**src/kme_pkg.sv**
```systemverilog
// ----------------------------------------------------------------------------
// kme_pkg: shared types and constants of the key matrix scanner
// Row roles, history patterns and the per-row status handed to the merge stage.
// ----------------------------------------------------------------------------
package kme_pkg;

   localparam int ROWS    = 8;
   localparam int NUM_EVT = 6;
   localparam int EVT_W   = 3;

   localparam logic [7:0] PRESS_PAT   = 8'h80;
   localparam logic [7:0] RELEASE_PAT = 8'h01;
   localparam logic [7:0] PHASE_MASK  = 8'h03;
   localparam logic [1:0] PHASE_EDGE  = 2'b10;
   localparam logic [1:0] PHASE_LOW   = 2'b00;

   localparam logic KIND_BUTTON  = 1'b0;
   localparam logic KIND_ENCODER = 1'b1;

   localparam logic signed [1:0] VAL_PLUS  = 2'sb01;
   localparam logic signed [1:0] VAL_ZERO  = 2'sb00;
   localparam logic signed [1:0] VAL_MINUS = 2'sb11;

   // event slots in report order: buttons 0,3,6,7 then encoders A=1 and A=4
   localparam int NUM_BTN = 4;
   localparam int NUM_ENC = 2;
   localparam logic [2:0] BTN_ROW   [NUM_BTN] = '{3'd0, 3'd3, 3'd6, 3'd7};
   localparam logic [2:0] ENC_A_ROW [NUM_ENC] = '{3'd1, 3'd4};
   localparam logic [2:0] ENC_B_ROW [NUM_ENC] = '{3'd2, 3'd5};

   typedef logic [ROWS-1:0][7:0] hist_row_type;

   typedef struct packed {
      logic       press;
      logic       release_hit;
      logic [1:0] phase;
   } lane_stat_type;

   typedef struct packed {
      logic                            valid;
      logic [3:0]                      column;
      logic [ROWS-1:0][$bits(lane_stat_type)-1:0] stat;
   } scan_word_type;

endpackage

```
**src/key_matrix_edge_and_encoder_scan.sv**
```systemverilog
// ----------------------------------------------------------------------------
// key_matrix_edge_and_encoder_scan: key matrix scanner with encoder decode
// Keeps an 8-poll history per switch and reports button and encoder events.
// ----------------------------------------------------------------------------
// Usage:
//   req_* carries one scanned column word: its index and the 8 raw row levels.
//   rsp_* returns the events the column causes, buttons (rows 0,3,6,7) first,
//   then the encoders on rows (1,2) and (4,5); rsp_last_event marks the final
//   word of a column. A quiet column or one at or above NUM_COLUMNS returns
//   nothing. Each word is accepted when valid is high and stall is low.
//   An accepted column word is registered in stage 1, then in the merge pending
//   set, then each event word in the output register. While rsp_stall is low,
//   the merge stage sends one event word a cycle, at most 6 per column; a new
//   column is taken every cycle while columns raise at most one event.
//   The history store is a memory of NUM_COLUMNS rows of 64 bits with a
//   registered read; a per-row valid flag makes never-written rows read zero.
//   Reset clears the flags and empties the pipeline at once, no sweep.
//   When rsp_stall is high the held word stays put and the pipeline backs up
//   to req_stall once the merge stage holds pending events.
// ----------------------------------------------------------------------------
module key_matrix_edge_and_encoder_scan #(
   parameter int NUM_COLUMNS = 16
) (
   input  logic              clock,
   input  logic              reset,
   input  logic              req_valid,
   output logic              req_stall,
   input  logic [3:0]        req_column_index,
   input  logic [7:0]        req_row_bits,
   output logic              rsp_valid,
   input  logic              rsp_stall,
   output logic              rsp_event_kind,
   output logic [6:0]        rsp_switch_id,
   output logic signed [1:0] rsp_event_value,
   output logic              rsp_last_event
);
   import kme_pkg::*;

   localparam int AW = (NUM_COLUMNS > 1) ? $clog2(NUM_COLUMNS) : 1;
   localparam int IW = ((AW > 4) ? AW : 4) + 1;

   hist_row_type            hist_mem [NUM_COLUMNS];
   logic [NUM_COLUMNS-1:0]  col_vld_ff;

   logic [IW-1:0]           col_ext;
   logic [AW-1:0]           req_addr;
   logic                    in_range, req_take;

   logic                    s1_valid_ff, s1_valid_in;
   logic [3:0]              s1_col_ff;
   logic [AW-1:0]           s1_addr_ff;
   logic [7:0]              s1_rows_ff;
   hist_row_type            rd_ff, byp_ff, cur_hist, new_hist;
   logic                    vld_rd_ff, byp_sel_ff;
   logic                    s1_adv, merge_ready;
   lane_stat_type           stat [ROWS];
   scan_word_type           scan;

   assign col_ext  = IW'(req_column_index);
   assign req_addr = col_ext[AW-1:0];
   assign in_range = col_ext < IW'(NUM_COLUMNS);

   assign s1_adv    = s1_valid_ff && merge_ready;
   assign req_stall = s1_valid_ff && !merge_ready;
   assign req_take  = req_valid && !req_stall;

   always_comb begin
      s1_valid_in = s1_valid_ff;
      if (req_take) begin
         s1_valid_in = in_range;
      end else if (s1_adv) begin
         s1_valid_in = 1'b0;
      end
   end

   always_ff @(posedge clock) begin
      if (reset) begin
         s1_valid_ff <= 1'b0;
         col_vld_ff  <= '0;
      end else begin
         s1_valid_ff <= s1_valid_in;
         if (s1_adv) begin
            col_vld_ff[s1_addr_ff] <= 1'b1;
         end
      end
   end

   // history memory: one row per column, written as the column leaves stage 1
   always_ff @(posedge clock) begin
      if (s1_adv) begin
         hist_mem[s1_addr_ff] <= new_hist;
      end
      if (req_take && in_range) begin
         rd_ff      <= hist_mem[req_addr];
         vld_rd_ff  <= col_vld_ff[req_addr];
         // same column written this edge: forward the fresh row
         byp_sel_ff <= s1_valid_ff && (s1_addr_ff == req_addr);
         byp_ff     <= new_hist;
         s1_col_ff  <= req_column_index;
         s1_addr_ff <= req_addr;
         s1_rows_ff <= req_row_bits;
      end
   end

   assign cur_hist = byp_sel_ff ? byp_ff : (vld_rd_ff ? rd_ff : '0);

   for (genvar r = 0; r < ROWS; r++) begin : g_lane
      kme_lane u_lane (
         .level    (s1_rows_ff[r]),
         .hist_old (cur_hist[r]),
         .hist_new (new_hist[r]),
         .stat     (stat[r])
      );
   end

   always_comb begin
      scan.valid  = s1_valid_ff;
      scan.column = s1_col_ff;
      for (int r = 0; r < ROWS; r++) begin
         scan.stat[r] = stat[r];
      end
   end

   kme_merge u_merge (
      .clock           (clock),
      .reset           (reset),
      .scan            (scan),
      .scan_ready      (merge_ready),
      .rsp_valid       (rsp_valid),
      .rsp_stall       (rsp_stall),
      .rsp_event_kind  (rsp_event_kind),
      .rsp_switch_id   (rsp_switch_id),
      .rsp_event_value (rsp_event_value),
      .rsp_last_event  (rsp_last_event)
   );

endmodule

```
**src/kme_lane.sv**
```systemverilog
// ----------------------------------------------------------------------------
// kme_lane: one switch of the scanned column
// Shifts the new level into the switch history and flags the edge patterns.
// ----------------------------------------------------------------------------
module kme_lane (
   input  logic                  level,
   input  logic [7:0]            hist_old,
   output logic [7:0]            hist_new,
   output kme_pkg::lane_stat_type stat
);
   import kme_pkg::*;

   always_comb begin
      hist_new         = {hist_old[6:0], level};
      stat.press       = (hist_new == PRESS_PAT);
      stat.release_hit = (hist_new == RELEASE_PAT);
      stat.phase       = 2'(hist_new & PHASE_MASK);
   end

endmodule

```
**src/kme_merge.sv**
```systemverilog
// ----------------------------------------------------------------------------
// kme_merge: event merge and output stage
// Builds the column's events from lane flags, one word a cycle if not stalled.
// ----------------------------------------------------------------------------
module kme_merge (
   input  logic                  clock,
   input  logic                  reset,
   input  kme_pkg::scan_word_type scan,
   output logic                  scan_ready,
   output logic                  rsp_valid,
   input  logic                  rsp_stall,
   output logic                  rsp_event_kind,
   output logic [6:0]            rsp_switch_id,
   output logic signed [1:0]     rsp_event_value,
   output logic                  rsp_last_event
);
   import kme_pkg::*;

   logic [NUM_EVT-1:0]     pend_ff, pend_in;
   logic [3:0]             col_ff, col_in;
   logic signed [1:0]      val_ff [NUM_EVT];
   logic signed [1:0]      val_in [NUM_EVT];
   logic [NUM_EVT-1:0]     new_mask;
   logic [NUM_EVT-1:0]     pick_oh, remaining;
   logic [EVT_W-1:0]       pick_idx;
   logic                   found, out_free, load, take;
   lane_stat_type          st [ROWS];
   lane_stat_type          sa, sb;
   logic                   up, dn;

   logic                   rsp_valid_ff, rsp_valid_in;
   logic                   kind_ff;
   logic [6:0]             id_ff;
   logic signed [1:0]      value_ff;
   logic                   last_ff;

   always_comb begin
      for (int r = 0; r < ROWS; r++) begin
         st[r] = lane_stat_type'(scan.stat[r]);
      end
      new_mask = '0;
      for (int i = 0; i < NUM_EVT; i++) begin
         val_in[i] = val_ff[i];
      end
      for (int i = 0; i < NUM_BTN; i++) begin
         new_mask[i] = st[BTN_ROW[i]].press | st[BTN_ROW[i]].release_hit;
      end
      for (int j = 0; j < NUM_ENC; j++) begin
         sa = st[ENC_A_ROW[j]];
         sb = st[ENC_B_ROW[j]];
         up = (sb.phase == PHASE_EDGE) && (sa.phase == PHASE_LOW);
         dn = (sa.phase == PHASE_EDGE) && (sb.phase == PHASE_LOW);
         new_mask[NUM_BTN+j] = up | dn;
      end

      // lowest pending slot goes out next
      found    = 1'b0;
      pick_oh  = '0;
      pick_idx = '0;
      for (int i = 0; i < NUM_EVT; i++) begin
         if (pend_ff[i] && !found) begin
            found      = 1'b1;
            pick_oh[i] = 1'b1;
            pick_idx   = EVT_W'(i);
         end
      end
      remaining = pend_ff & ~pick_oh;

      out_free   = !rsp_valid_ff || !rsp_stall;
      load       = found && out_free;
      scan_ready = (pend_ff == '0) || (load && (remaining == '0));
      take       = scan.valid && scan_ready;

      pend_in = pend_ff;
      col_in  = col_ff;
      if (take) begin
         pend_in = new_mask;
         col_in  = scan.column;
         for (int i = 0; i < NUM_BTN; i++) begin
            val_in[i] = st[BTN_ROW[i]].press ? VAL_PLUS : VAL_ZERO;
         end
         for (int j = 0; j < NUM_ENC; j++) begin
            val_in[NUM_BTN+j] = (st[ENC_B_ROW[j]].phase == PHASE_EDGE) ? VAL_PLUS : VAL_MINUS;
         end
      end else if (load) begin
         pend_in = remaining;
      end

      rsp_valid_in = out_free ? load : rsp_valid_ff;
   end

   always_ff @(posedge clock) begin
      if (reset) begin
         pend_ff      <= '0;
         rsp_valid_ff <= 1'b0;
      end else begin
         pend_ff      <= pend_in;
         rsp_valid_ff <= rsp_valid_in;
      end
   end

   always_ff @(posedge clock) begin
      col_ff <= col_in;
      for (int i = 0; i < NUM_EVT; i++) begin
         val_ff[i] <= val_in[i];
      end
      if (load) begin
         kind_ff  <= (pick_idx < EVT_W'(NUM_BTN)) ? KIND_BUTTON : KIND_ENCODER;
         id_ff    <= (pick_idx < EVT_W'(NUM_BTN))
                     ? {col_ff, BTN_ROW[2'(pick_idx)]}
                     : {col_ff, ENC_A_ROW[1'(pick_idx - EVT_W'(NUM_BTN))]};
         value_ff <= val_ff[pick_idx];
         last_ff  <= (remaining == '0);
      end
   end

   assign rsp_valid       = rsp_valid_ff;
   assign rsp_event_kind  = kind_ff;
   assign rsp_switch_id   = id_ff;
   assign rsp_event_value = value_ff;
   assign rsp_last_event  = last_ff;

endmodule

```
**config.mk**
```make
export PLATFORM = sky130hd
export DESIGN_NAME = key_matrix_edge_and_encoder_scan
export DESIGN_NICKNAME = d
export VERILOG_FILES = /design/src/kme_pkg.sv /design/src/key_matrix_edge_and_encoder_scan.sv /design/src/kme_lane.sv /design/src/kme_merge.sv
export SDC_FILE = /design/constraint.sdc
export NUM_CORES = 1
export LEC_CHECK = 0
export BUFFER_PORTS_ARGS = -buffer_cell sky130_fd_sc_hd__buf_2
export CAP_MARGIN = 20
export CORE_MARGIN = 8
export CORE_UTILIZATION = 65
export CTS_BUF_LIST = sky130_fd_sc_hd__clkbuf_4 sky130_fd_sc_hd__clkbuf_8
export CTS_CLUSTER_DIAMETER = 40
export CTS_CLUSTER_SIZE = 16
export DETAILED_ROUTE_END_ITERATION = 10
export GPL_ROUTABILITY_DRIVEN = 0
export PLACE_DENSITY = 0.82
export SLEW_MARGIN = 5
export SYNTH_ARGS = -nofsm -noshare
export SYNTH_HDL_FRONTEND = slang
export SYNTH_SLANG_ARGS = --single-unit
```
**constraint.sdc**
```tcl
create_clock -name clock -period 8.4 [get_ports clock]
set_input_delay 2.52 -clock clock [delete_from_list [all_inputs] [get_ports clock]]
set_output_delay 2.52 -clock clock [all_outputs]
set_load 0.05 [all_outputs]
```
# ---- After elaboration in Yosys (flattened, before gate mapping)
# Memories as Yosys holds them, arrays and structs flattened. A register that Yosys moved wholly into a read port is not among the register bits.
# Cells that the tools add are included.
dict set report word_totals {
  reg_bits 114
  ram_bits 1036
  in_bits 16
  elab_cells 134
  n_memories 2
}
dict set report op_classes {
  add_sub_neg 1
  n_lt_le_gt_ge 7
  n_eq_ne 14
  n_mux 43
  n_bitwise 11
  n_reduce_logical 36
}
# name depth word_bits rd rd_ports_with_merged_regs wr line_no
set memory_table {}
lappend memory_table {hist_mem 16 64 1 1 1 key_matrix_edge_and_encoder_scan.sv:42} ;# hist_row_type hist_mem [NUM_COLUMNS];
lappend memory_table {u_merge.val_ff 6 2 1 1 6 kme_merge.sv:21} ;# logic signed [1:0] val_ff [NUM_EVT];
# cell n
set ops {}
lappend ops {{2-to-1 mux 63 bit} 2}
lappend ops {{equality test 8 x 1 -> 1 bit (second input constant)} 4}
lappend ops {{equality test 8 bit (second input constant)} 4}
lappend ops {{2-to-1 mux 3 bit} 10}
lappend ops {{2-to-1 mux 1 bit} 23}
lappend ops {{logical AND 1 bit} 17}
lappend ops {{OR 16 bit} 1}
lappend ops {{less-than comparator 4 x 5 -> 1 bit (second input constant)} 3}
lappend ops {{logical NOT 6 bit} 2}
lappend ops {{2-to-1 mux 12 bit} 1}
lappend ops {{2-to-1 mux 6 bit} 2}
lappend ops {{logical NOT 1 bit} 9}
lappend ops {{equality test 2 bit (second input constant)} 4}
lappend ops {{logical NOT 2 bit} 4}
lappend ops {{AND 6 bit} 1}
lappend ops {{binary-select mux 3 bit (select 2 bit)} 1}
lappend ops {{inverter 6 bit} 1}
lappend ops {{OR 1 bit} 6}
lappend ops {{binary-select mux 1 bit (select 4 bit)} 1}
lappend ops {{demux 1 bit (select 4 bit)} 1}
lappend ops {{equality test 4 bit} 1}
lappend ops {{>= comparator 4 x 1 -> 1 bit (second input constant)} 1}
lappend ops {{2-to-1 mux 2 bit} 2}
lappend ops {{nonzero test 2 bit} 2}
lappend ops {{other kinds (8)} 9}

# ---- Depth between registers and ports, before layout
dict set report logic_depth {
  ltp_word 26
  ltp_mapped 7
  mapped_depth_nobuf 5
}

# ---- Hierarchy
# From an unflattened synthesis, not the netlist that was laid out.
dict set report hier_totals {
  hier_cells 2095
  hier_area_um2 46115.5
}
# module n_inst cells_each area_each_um2 seq_area_each_um2
set by_module_without_submodules {}
lappend by_module_without_submodules {key_matrix_edge_and_encoder_scan 1 1889 43978.4 35353.9}
lappend by_module_without_submodules {kme_merge 1 94 1246.2 770.7}
lappend by_module_without_submodules {kme_lane 8 14 111.4 0.0}

# ---- Least setup slack after synthesis
# No wires, ideal clock.
dict set report synth_path {
  path_kind {input-to-reg}
  start {input rsp_stall}
  end {memory hist_mem[14][0] (netlist bit) (enable)}
  setup_ns 0.513
  t_arrival_ns 6.531
  path_slack_ns 1.356
  cell_stages 4
  cell_sequence {and2_1 -> nand2b_1 -> o21ai_2 -> nor4b_1}
}
dict set report synth_via {
  elab_chain_len 8
}
# element line_no
set synth_lines {}
lappend synth_lines {{from (decl)} key_matrix_edge_and_encoder_scan.sv:31} ;# input logic rsp_stall,
lappend synth_lines {{logical NOT 1 bit} kme_merge.sv:69} ;# out_free = !rsp_valid_ff || !rsp_stall;
lappend synth_lines {{logical OR 1 bit} kme_merge.sv:69}
lappend synth_lines {{logical AND 1 bit} kme_merge.sv:70} ;# load = found && out_free;
lappend synth_lines {{logical AND 1 bit} kme_merge.sv:71} ;# scan_ready = (pend_ff == '0) || (load && (remaining == '0));
lappend synth_lines {{logical OR 1 bit} kme_merge.sv:71}
lappend synth_lines {{logical AND 1 bit} key_matrix_edge_and_encoder_scan.sv:63} ;# assign s1_adv = s1_valid_ff && merge_ready;
lappend synth_lines {{2-to-1 mux 1 bit} key_matrix_edge_and_encoder_scan.sv:90} ;# if (s1_adv) begin
lappend synth_lines {{2-to-1 mux 1 bit (not written as such)} key_matrix_edge_and_encoder_scan.sv:91} ;# hist_mem[s1_addr_ff] <= new_hist;
lappend synth_lines {{to (decl)} key_matrix_edge_and_encoder_scan.sv:42}
# No other way between the ends.

# ---- Worst setup path after layout
dict set report layout_path {
  start {input rsp_stall}
  end {output req_stall}
}
dict set report layout_via {
  elab_chain_len 7
}
# element line_no
set layout_lines {}
lappend layout_lines {{logical NOT 1 bit} kme_merge.sv:69}
lappend layout_lines {{logical OR 1 bit} kme_merge.sv:69}
lappend layout_lines {{logical AND 1 bit} kme_merge.sv:70}
lappend layout_lines {{logical AND 1 bit} kme_merge.sv:71}
lappend layout_lines {{logical OR 1 bit} kme_merge.sv:71}
lappend layout_lines {{logical NOT 1 bit} key_matrix_edge_and_encoder_scan.sv:64} ;# assign req_stall = s1_valid_ff && !merge_ready;
lappend layout_lines {{logical AND 1 bit} key_matrix_edge_and_encoder_scan.sv:64}
lappend layout_lines {{to (decl)} key_matrix_edge_and_encoder_scan.sv:27} ;# output logic req_stall,
# No other way between the ends.

==> metrics.yaml <==
ctsHoldBuffers: 0
syn2layout_area_growth_pct: 9.432
synth_compound_area_share_pct: 2.821
cts_tree: "done"
slew_headroom_pct: 23.56
setup_viol: 0
vias: 11565
vias_per_cell: 7.001
ir_worst_vdd_mv: 0.1483
fillers: 1908
yosys_most_used_dff: "edfxtp_1"
synth_area_leader_cell: "edfxtp_1"
start_util_pct: 66.11
async_flop_share_pct: 0
fin_util_pct: 72.35
status: "completed"
netlist-cell-type-count: 52
clock.fmax_mhz: 159.5
cellPowerDensity_nw_per_um2: 230.4
maxCapViolCount: 0
clock_latency_ns: 0.63
hold_viol: 0
syn_area_um2: 24260
leakagePower_nw: 8.419
drtAntennaViolNets: 0
synth_seq_cells: 635
row_count: 70
wl_mm: 51.31
fp.dieW_um: 209.2
pin_count: 29
critPathLaunch: "rsp_stall"
h-tree-depth: 3
arrival_ns: 3.75
clkSinkCount: 635
clock-root-buffer: "clkbuf_8"
synthCells: 1063
required_ns: 5.88
avgRoutedWirePerCell_um: 31.06
worstMarginPinSlew_ns: 1.147
seqCellArea_um2: 18830
grt-ovfl-total: 0
ff2ff_setup_slack_ns: 5.05
period_share_pct: 74.64
hold_path_class: "flop to flop"
synth_top_family_by_area: "multiplexers"
grt_pass1_wl_mm: 75.90
startpoint_type: "primary input"
worstHoldStart: "u_merge.col_ff[2]"
total_power_mw: 6.117
synth_edf_count: 611
drc_errors: 0
synth_area_leaders: "edfxtp_1 (76%), mux4_2 (15%), dfxtp_1 (2.0%), a22o_1 (1.3%), nor3_1 (0.64%)"
min_period_ns: 6.270
path_max_fanout: 10
synthXorXnorAreaFrac_pct: 0.4332
n_antenna_cell: 0
grt_pass1_vias: 11763
post_cts.repair.setup_buffers: 0
nNetsFinal: 1148
grt_max_degree: 103
cts-resized-gates: 0
design.core.area_um2: 36700
drt-initial-drc-count: 1330
first_pass_iters: 5
reg2reg_from: "u_merge.pend_ff[2]"
dp_hpwl_mm: 26.35
drive_gt1_share_pct: 31.42
synthSimpleGateAreaFrac_pct: 2.300
die_area_um2: 43760
track_usage_pct: 23.85
clk_pin_slew_ns: 0.07
yosysWarningCount: 0
clockBufferDepth: 3
cts_made_buffers: 69
skew_ns: 0.03502
synth_mux_area_share_pct: 15.44
die_h_um: 209.2
syn_nets: 1079
antenna_found_initial: 0
rsz0062_at_grt: "false"
crit_type: "primary input to output port"
end_kind: "output port"
seq_area_frac_synth_pct: 77.60
synth_fa_ha_area_share_pct: 0
io_buffers: 28
setup_tns_ns: 0
multi_input_area_um2: 5200
synth_top_area_share_pct: 75.62
slew_violations: 0
syn_avg_cell_area_um2: 22.82
[cells in the final DEF (no fill, tap or decap), types with 4 or more instances in the layout]
cell type / n
o21ai_0: 9
clkinv_1: 8
clkinv_4: 5
inv_6: 4
clkinvlp_4: 11
a21oi_1: 5
clkbuf_8: 74
dfxtp_1: 24
nor3_1: 22
clkinv_2: 6
xor2_1: 8
a22oi_1: 9
buf_4: 33
a22o_1: 36
nor2_1: 12
mux4_2: 165
bufinv_16: 7
clkbuf_4: 5
inv_8: 4
edfxtp_1: 611
nor4b_2: 4
nor3_2: 9
nand2_1: 12
nand2b_1: 10
nor4_1: 5
xnor2_1: 4
buf_2: 26
[report_power, final]
group / total [mW] / switching, mW / leakage (nW) / internal (mW)
sequential: 3.59 / 0.0368 / 5.84 / 3.56
combinational: 0.336 / 0.211 / 1.83 / 0.125
clock: 2.19 / 1.10 / 0.747 / 1.08
[stage by stage]
stage | instance area (um2) | instances | setup WS [ns] | hold slack [ns]
6_report | 26550 | 1652 | 2.130 | 0.4344
5_1_grt | 26550 | 1652 | 2.033 | 0.4364
4_1_cts | 26550 | 1652 | 2.137 | 0.4286
3_5_place_dp | 25030 | 1529 | 2.142 | 0.4080
3_3_place_gp | 25030 | 1529 | 2.202 | 0.4131
2_1_floorplan | 24260 | 1063 | 1.356 | 0.4003
[logic make-up (layout without fill, tap and decap cells)]
group | count (synthesis) | count (layout)
flops | 635 | 635
mux | 168 | 168
simple gates | 96 | 96
compound gates | 85 | 85
buf+inv | 67 | 188
xor+xnor | 12 | 12
[state kept, by name (all words and copies together) (netlist names), 6 cells and up]
| register | cells |
|---|---|
| rd_ff | 32 |
| hist_mem | 512 |
| byp_ff | 32 |
| u_merge.pend_ff | 6 |
| col_vld_ff | 16 |
| s1_rows_ff | 8 |
| u_merge.rsp_switch_id | 7 |
| u_merge.val_ff | 6 |
[worst max-delay path, stage by stage]
cell and delay (ns):
buf_2 0.12, and2_1 0.22, nand2b_1 0.22, o21ai_2 0.36, nor2_1 0.08, buf_2 0.24
[cell usage after synthesis (4+ instances only)]
master,n
dfxtp_1,24
buf_2,17
xnor2_1,4
buf_1,17
clkbuf_1,20
nor4_1,5
buf_6,9
edfxtp_1,611
nor3_1,31
nand2_1,12
nand2b_1,10
a21oi_1,5
nor4b_1,4
a22o_1,36
o21ai_0,9
a22oi_1,9
xor2_1,8
nor2_1,12
mux4_2,165
[layout make-up]
class                      count  share of cell area [%]
clock buffer                  78                   3.926
clock inverter                45                   1.795
inverter                       4                 0.05655
multi-input combinational    361                   19.59
sequential                   635                   70.91
tap                          468                   2.205
timing repair buffer          61                   1.517
[worst paths after layout]
path | to | cells after the start
min reg2reg | u_merge.rsp_switch_id[5] | 0
max reg2reg | hist_mem[4][1] | 5
max | req_stall | 6
min | u_merge.rsp_switch_id[5] | 0
[per-layer routing]
layer / track usage (%) / part of all wire [%] / vias to the layer above
li1: - / - / 4670
met1: 33.85 / 38 / 5981
met5: 0 / 0 / -
met3: 5.103 / 12 / 111
met4: 8.967 / 2.9 / 0
met2: 36.72 / 48 / 803
Note: power is estimated with default switching activity, not from simulation.
